File: src/rtl/core/thdc_pkg.sv
`timescale 1ns / 1ps
// shared types and constants for the thermostat delay/hysteresis core
// no dependencies
package thdc_pkg;

   // regulation mode codes
   localparam logic [1:0] MODE_OFF  = 2'd0;
   localparam logic [1:0] MODE_HEAT = 2'd1;
   localparam logic [1:0] MODE_COOL = 2'd2;
   localparam logic [1:0] MODE_RSVD = 2'd3;

   // csr register indexes
   localparam int unsigned CsrIdxW = 3;
   localparam logic [CsrIdxW-1:0] CSR_HEAT_MODE  = 3'd0;
   localparam logic [CsrIdxW-1:0] CSR_FAN_MODE   = 3'd1;
   localparam logic [CsrIdxW-1:0] CSR_USE_REMOTE = 3'd2;
   localparam logic [CsrIdxW-1:0] CSR_ON_DELAY   = 3'd3;
   localparam logic [CsrIdxW-1:0] CSR_OFF_DELAY  = 3'd4;

   localparam int unsigned TimeW = 32;
   localparam int unsigned TempW = 8;

   // configuration seen by the datapath
   typedef struct packed {
      logic [1:0]       heat_mode;
      logic             fan_mode;
      logic             use_remote;
      logic [TimeW-1:0] on_delay;
      logic [TimeW-1:0] off_delay;
   } cfg_type;

   // drive states after one tick
   typedef struct packed {
      logic heat;
      logic cool;
   } drive_type;

endpackage

File: src/rtl/core/thermostat_delay_hysteresis_control_core.sv
`timescale 1ns / 1ps
// thermostat with switch-on/switch-off delays
// a request passes the input register, then the result register, before its response is valid
// throughput: one transaction per cycle unless a stalled response (rsp_ready low) holds the stages
// drive state is updated as an item leaves the input stage
// reset: synchronous, active high; clears drives, timer, configuration and both stage valids
// depends on thdc_pkg, thdc_csr, thdc_regulate
module thermostat_delay_hysteresis_control_core (
   input  logic                          clock,
   input  logic                          reset,
   // request channel
   input  logic                          req_valid,
   output logic                          req_ready,
   input  logic [thdc_pkg::TimeW-1:0]    req_now_ms,
   input  logic [thdc_pkg::TempW-1:0]    req_local_temp,
   input  logic [thdc_pkg::TempW-1:0]    req_remote_temp,
   input  logic [thdc_pkg::TempW-1:0]    req_target_temp,
   // response channel
   output logic                          rsp_valid,
   input  logic                          rsp_ready,
   output logic                          rsp_heat_on,
   output logic                          rsp_cool_on,
   output logic                          rsp_fan_on,
   output logic [thdc_pkg::TempW-1:0]    rsp_current_temp,
   // configuration
   input  logic                          csr_write_en,
   input  logic [thdc_pkg::CsrIdxW-1:0]  csr_index,
   input  logic [thdc_pkg::TimeW-1:0]    csr_wdata
);
   import thdc_pkg::*;

   cfg_type cfg;

   // input stage
   logic             in_valid_ff;
   logic             in_valid_in;
   logic [TimeW-1:0] now_ff;
   logic [TempW-1:0] local_ff;
   logic [TempW-1:0] remote_ff;
   logic [TempW-1:0] target_ff;

   // result stage
   logic             out_valid_ff;
   logic             out_valid_in;
   logic             heat_ff;
   logic             cool_ff;
   logic             fan_ff;
   logic [TempW-1:0] temp_ff;

   logic             advance;
   logic             req_fire;
   logic [TempW-1:0] cur_temp;
   drive_type        drive_next;

   thdc_csr u_csr (
      .clock        (clock),
      .reset        (reset),
      .csr_write_en (csr_write_en),
      .csr_index    (csr_index),
      .csr_wdata    (csr_wdata),
      .cfg          (cfg)
   );

   // stage handshake
   assign advance   = in_valid_ff && (!out_valid_ff || rsp_ready);
   assign req_ready = !in_valid_ff || advance;
   assign req_fire  = req_valid && req_ready;

   assign in_valid_in  = req_fire || (in_valid_ff && !advance);
   assign out_valid_in = advance || (out_valid_ff && !rsp_ready);

   // sensor select
   assign cur_temp = cfg.use_remote ? remote_ff : local_ff;

   thdc_regulate u_regulate (
      .clock       (clock),
      .reset       (reset),
      .fire        (advance),
      .cfg         (cfg),
      .now_ms      (now_ff),
      .cur_temp    (cur_temp),
      .target_temp (target_ff),
      .drive_next  (drive_next)
   );

   // control registers
   always_ff @(posedge clock) begin
      if (reset) begin
         in_valid_ff  <= 1'b0;
         out_valid_ff <= 1'b0;
      end else begin
         in_valid_ff  <= in_valid_in;
         out_valid_ff <= out_valid_in;
      end
   end

   // input payload capture
   always_ff @(posedge clock) begin
      if (req_fire) begin
         now_ff    <= req_now_ms;
         local_ff  <= req_local_temp;
         remote_ff <= req_remote_temp;
         target_ff <= req_target_temp;
      end
   end

   // result payload capture
   always_ff @(posedge clock) begin
      if (advance) begin
         heat_ff <= drive_next.heat;
         cool_ff <= drive_next.cool;
         fan_ff  <= cfg.fan_mode || drive_next.heat || drive_next.cool;
         temp_ff <= cur_temp;
      end
   end

   assign rsp_valid        = out_valid_ff;
   assign rsp_heat_on      = heat_ff;
   assign rsp_cool_on      = cool_ff;
   assign rsp_fan_on       = fan_ff;
   assign rsp_current_temp = temp_ff;

`ifndef SYNTHESIS
   // fan follows any running drive
   a_fan_follows: assert property (@(posedge clock) disable iff (reset)
      (rsp_valid && (rsp_heat_on || rsp_cool_on)) |-> rsp_fan_on)
      else $error("fan off while a drive is on");

   // an empty result stage never blocks the input stage
   a_no_false_stall: assert property (@(posedge clock) disable iff (reset)
      !out_valid_ff |-> req_ready)
      else $error("request stalled with empty result stage");

   // a held item that leaves the input stage lands in the result stage
   a_advance_lands: assert property (@(posedge clock) disable iff (reset)
      advance |=> out_valid_ff)
      else $error("transaction lost between stages");
`endif

endmodule

File: src/rtl/core/thdc_csr.sv
`timescale 1ns / 1ps
// configuration register file: write-only, no wait states
// depends on thdc_pkg
module thdc_csr (
   input  logic                          clock,
   input  logic                          reset,
   input  logic                          csr_write_en,
   input  logic [thdc_pkg::CsrIdxW-1:0]  csr_index,
   input  logic [thdc_pkg::TimeW-1:0]    csr_wdata,
   output thdc_pkg::cfg_type             cfg
);
   import thdc_pkg::*;

   cfg_type cfg_ff;
   cfg_type cfg_in;

   // register decode; reserved mode code and unknown indexes are dropped
   always_comb begin
      cfg_in = cfg_ff;
      if (csr_write_en) begin
         unique case (csr_index)
            CSR_HEAT_MODE: begin
               if (csr_wdata[1:0] != MODE_RSVD) cfg_in.heat_mode = csr_wdata[1:0];
            end
            CSR_FAN_MODE:   cfg_in.fan_mode   = csr_wdata[0];
            CSR_USE_REMOTE: cfg_in.use_remote = csr_wdata[0];
            CSR_ON_DELAY:   cfg_in.on_delay   = csr_wdata;
            CSR_OFF_DELAY:  cfg_in.off_delay  = csr_wdata;
            default: ;
         endcase
      end
   end

   always_ff @(posedge clock) begin
      if (reset) begin
         cfg_ff <= '0;
      end else begin
         cfg_ff <= cfg_in;
      end
   end

   assign cfg = cfg_ff;

endmodule

File: src/rtl/core/thdc_regulate.sv
`timescale 1ns / 1ps
// drive state and switch-delay timer, updated once per transaction
// depends on thdc_pkg
module thdc_regulate (
   input  logic                        clock,
   input  logic                        reset,
   input  logic                        fire,
   input  thdc_pkg::cfg_type           cfg,
   input  logic [thdc_pkg::TimeW-1:0]  now_ms,
   input  logic [thdc_pkg::TempW-1:0]  cur_temp,
   input  logic [thdc_pkg::TempW-1:0]  target_temp,
   output thdc_pkg::drive_type         drive_next
);
   import thdc_pkg::*;

   drive_type        drive_ff;
   drive_type        drive_in;
   logic [TimeW-1:0] last_cross_ff;
   logic [TimeW-1:0] last_cross_in;

   logic             is_heat;
   logic             active;
   logic             drive_cur;
   logic             below;
   logic             above;
   logic             want_switch;
   logic [TimeW-1:0] elapsed;
   logic [TimeW-1:0] delay_sel;
   logic             drive_new;

   // pick the regulated drive and its pending switch condition
   always_comb begin
      is_heat     = (cfg.heat_mode == MODE_HEAT);
      active      = is_heat || (cfg.heat_mode == MODE_COOL);
      drive_cur   = is_heat ? drive_ff.heat : drive_ff.cool;
      below       = (cur_temp < target_temp);
      above       = (cur_temp > target_temp);
      // heat switches on below target, cool switches on above
      want_switch = (drive_cur ^ is_heat) ? below : above;
      elapsed     = now_ms - last_cross_ff;
      delay_sel   = drive_cur ? cfg.off_delay : cfg.on_delay;
      drive_new   = (want_switch && (elapsed > delay_sel)) ? !drive_cur : drive_cur;
   end

   // next state; off mode holds everything
   always_comb begin
      drive_in      = drive_ff;
      last_cross_in = last_cross_ff;
      if (active) begin
         if (!want_switch) last_cross_in = now_ms;
         if (is_heat) drive_in.heat = drive_new;
         else         drive_in.cool = drive_new;
      end
   end

   always_ff @(posedge clock) begin
      if (reset) begin
         drive_ff      <= '0;
         last_cross_ff <= '0;
      end else if (fire) begin
         drive_ff      <= drive_in;
         last_cross_ff <= last_cross_in;
      end
   end

   assign drive_next = drive_in;

`ifndef SYNTHESIS
   // off mode leaves drives and timer alone
   a_off_holds: assert property (@(posedge clock) disable iff (reset)
      (fire && cfg.heat_mode == MODE_OFF) |=> $stable(drive_ff) && $stable(last_cross_ff))
      else $error("state changed in off mode");

   // heat mode never touches the cooler, and the reverse
   a_heat_keeps_cool: assert property (@(posedge clock) disable iff (reset)
      (fire && cfg.heat_mode == MODE_HEAT) |=> $stable(drive_ff.cool))
      else $error("cooler changed in heat mode");

   a_cool_keeps_heat: assert property (@(posedge clock) disable iff (reset)
      (fire && cfg.heat_mode == MODE_COOL) |=> $stable(drive_ff.heat))
      else $error("heater changed in cool mode");

   // a drive that switched had its timer running, so the timer did not restart
   a_switch_no_restart: assert property (@(posedge clock) disable iff (reset)
      (fire && active && (drive_new != drive_cur)) |=> $stable(last_cross_ff))
      else $error("timer restarted on a switching tick");
`endif

endmodule
File: config.mk
export PLATFORM = sky130hd
export DESIGN_NAME = thermostat_delay_hysteresis_control_core
export DESIGN_NICKNAME = d
export VERILOG_FILES = /design/src/rtl/core/thdc_pkg.sv /design/src/rtl/core/thermostat_delay_hysteresis_control_core.sv /design/src/rtl/core/thdc_csr.sv /design/src/rtl/core/thdc_regulate.sv
export SDC_FILE = /design/constraint.sdc
export NUM_CORES = 1
export LEC_CHECK = 0
export BUFFER_PORTS_ARGS = -buffer_cell sky130_fd_sc_hd__buf_2
export CAP_MARGIN = 20
export CELL_PAD_IN_SITES_DETAIL_PLACEMENT = 0
export CELL_PAD_IN_SITES_GLOBAL_PLACEMENT = 1
export CORE_MARGIN = 4
export CORE_UTILIZATION = 49
export CTS_BUF_LIST = sky130_fd_sc_hd__clkbuf_16
export CTS_CLUSTER_DIAMETER = 50
export CTS_CLUSTER_SIZE = 14
export DETAILED_ROUTE_END_ITERATION = 10
export GPL_TIMING_DRIVEN = 0
export MAX_ROUTING_LAYER = met4
export PLACE_DENSITY_LB_ADDON = 0.3
export SLEW_MARGIN = 40
export SYNTH_ARGS = -nofsm -noshare
export SYNTH_HDL_FRONTEND = slang
export SYNTH_SLANG_ARGS = --single-unit
File: constraint.sdc
create_clock -name clock -period 12.9 [get_ports clock]
set_clock_uncertainty 0.1 [all_clocks]
set_input_delay 1.29 -clock clock [delete_from_list [all_inputs] [get_ports clock]]
set_output_delay 1.29 -clock clock [all_outputs]
set_load 0.02 [all_outputs]
==> results.json <==
{
  "status": "complete, no violations",
  "overflow": 0,
  "die_area_sq_um": 20280,
  "slowest_stage": "or4_1",
  "ctsHoldBuffers": 0,
  "async_flop_share": 0,
  "worst_slack_ns": 7.707,
  "fp.dieW_microns": 142.4,
  "path_depth": 19,
  "dr.pass1.iters": 5,
  "start_util": 0.5066,
  "cts_resized": 0,
  "cts_made_buffers": 17,
  "worstMarginPinSlew_ns": 0.7521,
  "wl_microns": 19520,
  "grt_max_degree": 40,
  "dpl.hpwl_microns": 14760,
  "critPathLaunchType": "flip-flop",
  "grt.total_usage": 0.2066,
  "rsz0062_at_grt": "no",
  "post_dp_cell_area_sq_um": 9698,
  "synth_edf_count": 67,
  "report.final.hold_viol_count": 0,
  "port-buffer-count": 107,
  "clkLatencyLatePin_ns": 0.44,
  "yosys_most_used_dff": "dfxtp_1",
  "holdWs_ns": 0.3549,
  "fin_crit_ns": 5.193,
  "period_share": 0.4026,
  "vias_per_cell": 5.204,
  "power_density_nw_per_um2": 122.6,
  "r2r_slack_ns": 7.71,
  "final_util": 0.5906,
  "cts_sinks": 171,
  "cp_num_buf_inv": 2,
  "cts_tree": "yes",
  "dp_slack_ns": 7.736,
  "seq_area_frac_synth": 0.4624,
  "r2r_cells": 19,
  "rows": 48,
  "cp.arrival_ns": 5.41,
  "setup_violations": 0,
  "fin_setup_tns_ns": 0,
  "drv_cap": 0,
  "htree_levels": 4,
  "synthToLayoutAreaGrowth_pct": 16.59,
  "worstPathRequired_ns": 13.12,
  "fin_nets": 1211,
  "clkSlewWorstSetupHoldPaths_ns": 0.07,
  "final_common_cell": "nand2_1",
  "synth_fp_nets": 1084,
  "r2r-start": "now_ff[0]$_DFFE_PP_",
  "critPathKind": "reg2reg",
  "synth_warnings": 0,
  "crit_fanout": 6,
  "r2r-end": "u_regulate.drive_ff[1]$_SDFFE_PP0P_",
  "routedWlPerCell_microns": 15.23,
  "slew_viol_final": 0,
  "slowest_delay_ns": 0.69,
  "worstSetupEndpoint": "u_regulate.drive_ff[1]$_SDFFE_PP0P_",
  "cts-root-buf": "clkbuf_16",
  "path_delay_family": "compound AO/OA/AOI/OAI gates",
  "drt_iter0_drc": 331,
  "end_kind": "flip-flop",
  "fillers": 1541,
  "drtAntennaViolNets": 0,
  "core_sq_um": 17480,
  "postLayoutCellArea_sq_um": 10320,
  "antenna_found_initial": 1,
  "peakVddDrop_v": 0.00008550,
  "max_freq_mhz": 192.6,
  "hp-class": "reg2reg",
  "drc": 0,
  "grt_pass1_wl_microns": 31990,
  "clk_path_buf_depth": 2,
  "drive_gt1_frac": 0.1573,
  "syn_area_sq_um": 8853,
  "ios": 109,
  "first_global_vias": 6427,
  "avgSynthCellArea_sq_um": 9.676,
  "synthCells": 915,
  "via_count": 6666,
  "slew_headroom": 0.4986,
  "gp_congestion": 0.8433,
  "synth_cell_types": 56,
  "synth_seq_cells": 171,
  "p_leak_nw": 4.159,
  "cts_setup_buffers": 0,
  "die_h_microns": 142.4,
  "cp-startpoint": "now_ff[0]$_DFFE_PP_",
  "layout_common_cells": "nand2_1 (148), buf_2 (107), a21oi_1 (104), dfxtp_1 (104), ha_1 (72)",
  "crit_path_cell_trace": "inv_1 -> ha_1 -> inv_1 -> fa_1 -> a21o_1 -> a221oi_2 -> o21bai_1 -> a21oi_2 -> o2111a_1 -> o31ai_1 -> a21oi_1 -> xnor2_1 -> ha_1 -> nand3_1 -> or4_1 -> nor3_2 -> nor4_4 -> a21oi_1 -> mux2_1"
}
-- registers in the layout (all words and copies together), names as in the netlist --
| name | flops |
|---|---|
| now_ff | 32 |
| target_ff | 8 |
| u_regulate.last_cross_ff | 32 |
| rsp_valid | 1 |
| rsp_fan_on | 1 |
| remote_ff | 8 |
| in_valid_ff | 1 |
| local_ff | 8 |
| u_regulate.drive_ff | 2 |
| rsp_cool_on | 1 |
| rsp_heat_on | 1 |
| rsp_current_temp | 8 |
| u_csr.cfg | 68 |
-- how the worst min path moves through the flow --
stage	startpoint	end	slack, ns	cells after the start
3_3_place_gp	u_csr.cfg[0]$_SDFFE_PP0P_	u_csr.cfg[0]$_SDFFE_PP0P_	0.34	2
6_report	u_csr.cfg[0]$_SDFFE_PP0P_	u_csr.cfg[0]$_SDFFE_PP0P_	0.35	2
4_1_cts	u_csr.cfg[0]$_SDFFE_PP0P_	u_csr.cfg[0]$_SDFFE_PP0P_	0.36	2
3_5_place_dp	u_csr.cfg[0]$_SDFFE_PP0P_	u_csr.cfg[0]$_SDFFE_PP0P_	0.34	2
2_1_floorplan	u_csr.cfg[32]$_SDFFE_PP0P_	u_csr.cfg[32]$_SDFFE_PP0P_	0.33	2
5_1_grt	u_csr.cfg[61]$_SDFFE_PP0P_	u_csr.cfg[61]$_SDFFE_PP0P_	0.37	2
-- per-stage QoR --
stage | total power, mW | std cells
global placement | 0.7512 | 1247
finish | 1.265 | 1281
floorplan | 0.7035 | 915
detailed placement | 0.7535 | 1248
global route | 1.328 | 1281
CTS | 1.278 | 1280
-- worst register-to-register path: cells and delay by family, from the launching register on --
family,cells,cell delay [ns]
AOI/OAI and AO/OA,8,1.88
xor gates and xnor gates,1,0.12
adders and majority gates,3,0.87
buffers and inverters,2,0.12
DFF,1,0.38
muxes,1,0.35
and+or+nand+nor,4,1.25
-- final cells by class --
type | instances | area [sq um] | area share
antenna | 1 | 2.502 | 0.0002424
multi-input combinational | 649 | 4385 | 0.4248
tap | 225 | 281.5 | 0.02727
inverter | 58 | 217.7 | 0.02109
clock inverter | 15 | 196.4 | 0.01903
sequential | 171 | 4094 | 0.3966
timing repair buffer | 108 | 555.5 | 0.05382
clock buffer | 17 | 425.4 | 0.04121
buffer | 37 | 163.9 | 0.01588
-- synth_stat cells, types with 3 or more instances --
cell / n / area share
a211oi_2: 3 / 0.0042
a21o_1: 27 / 0.023
a21oi_1: 104 / 0.059
and3_1: 8 / 0.0057
buf_6: 3 / 0.0038
clkbuf_1: 34 / 0.014
dfxtp_1: 104 / 0.24
edfxtp_1: 67 / 0.23
ha_1: 72 / 0.10
inv_1: 58 / 0.025
mux2_2: 8 / 0.010
mux2i_1: 70 / 0.079
nand2_1: 148 / 0.063
nand2b_1: 3 / 0.0021
nand3_1: 14 / 0.0079
nand4_1: 8 / 0.0057
nor2_1: 65 / 0.028
nor2b_1: 9 / 0.0064
nor3_1: 5 / 0.0028
o2111ai_1: 3 / 0.0030
o21a_1: 7 / 0.0059
o21ai_0: 20 / 0.011
o21bai_1: 4 / 0.0034
xnor2_1: 23 / 0.023
xor2_1: 9 / 0.0089
-- logic make-up (layout without fill, tap and decap cells) --
logic type               Yosys count  count (layout)  synth area share
AND/OR/NAND/NOR                  271             271            0.1334
flip-flops                       171             171            0.4624
adder cells (fa/ha/maj)           73              73            0.1040
multiplexers                      80              80           0.09186
XOR/XNOR                          32              32           0.03166
buffers and inverters             95             235           0.04282
other                              0               1                 0
AO/OA/AOI/OAI                    193             193            0.1338
-- metal layers --
layer | wire length (microns) | global-route usage | part of all wire | up-vias
met4 | 159 | 0.04402 | 0.0081 | 0
met2 | 9215 | 0.3222 | 0.47 | 114
li1 | - | - | - | 3453
met3 | 882 | 0.04973 | 0.045 | 14
met5 | 0 | - | 0 | -
met1 | 9257 | 0.2762 | 0.47 | 3085
-- power by group --
group          internal, mW  total (mW)  leakage (nW)  switching (mW)
clock network         0.280       0.525         0.299           0.244
logic                0.0665       0.154          2.37          0.0870
registers             0.580       0.587          1.49         0.00731
total                 0.927        1.27          4.16           0.338
(Power assumes the default switching activity.)
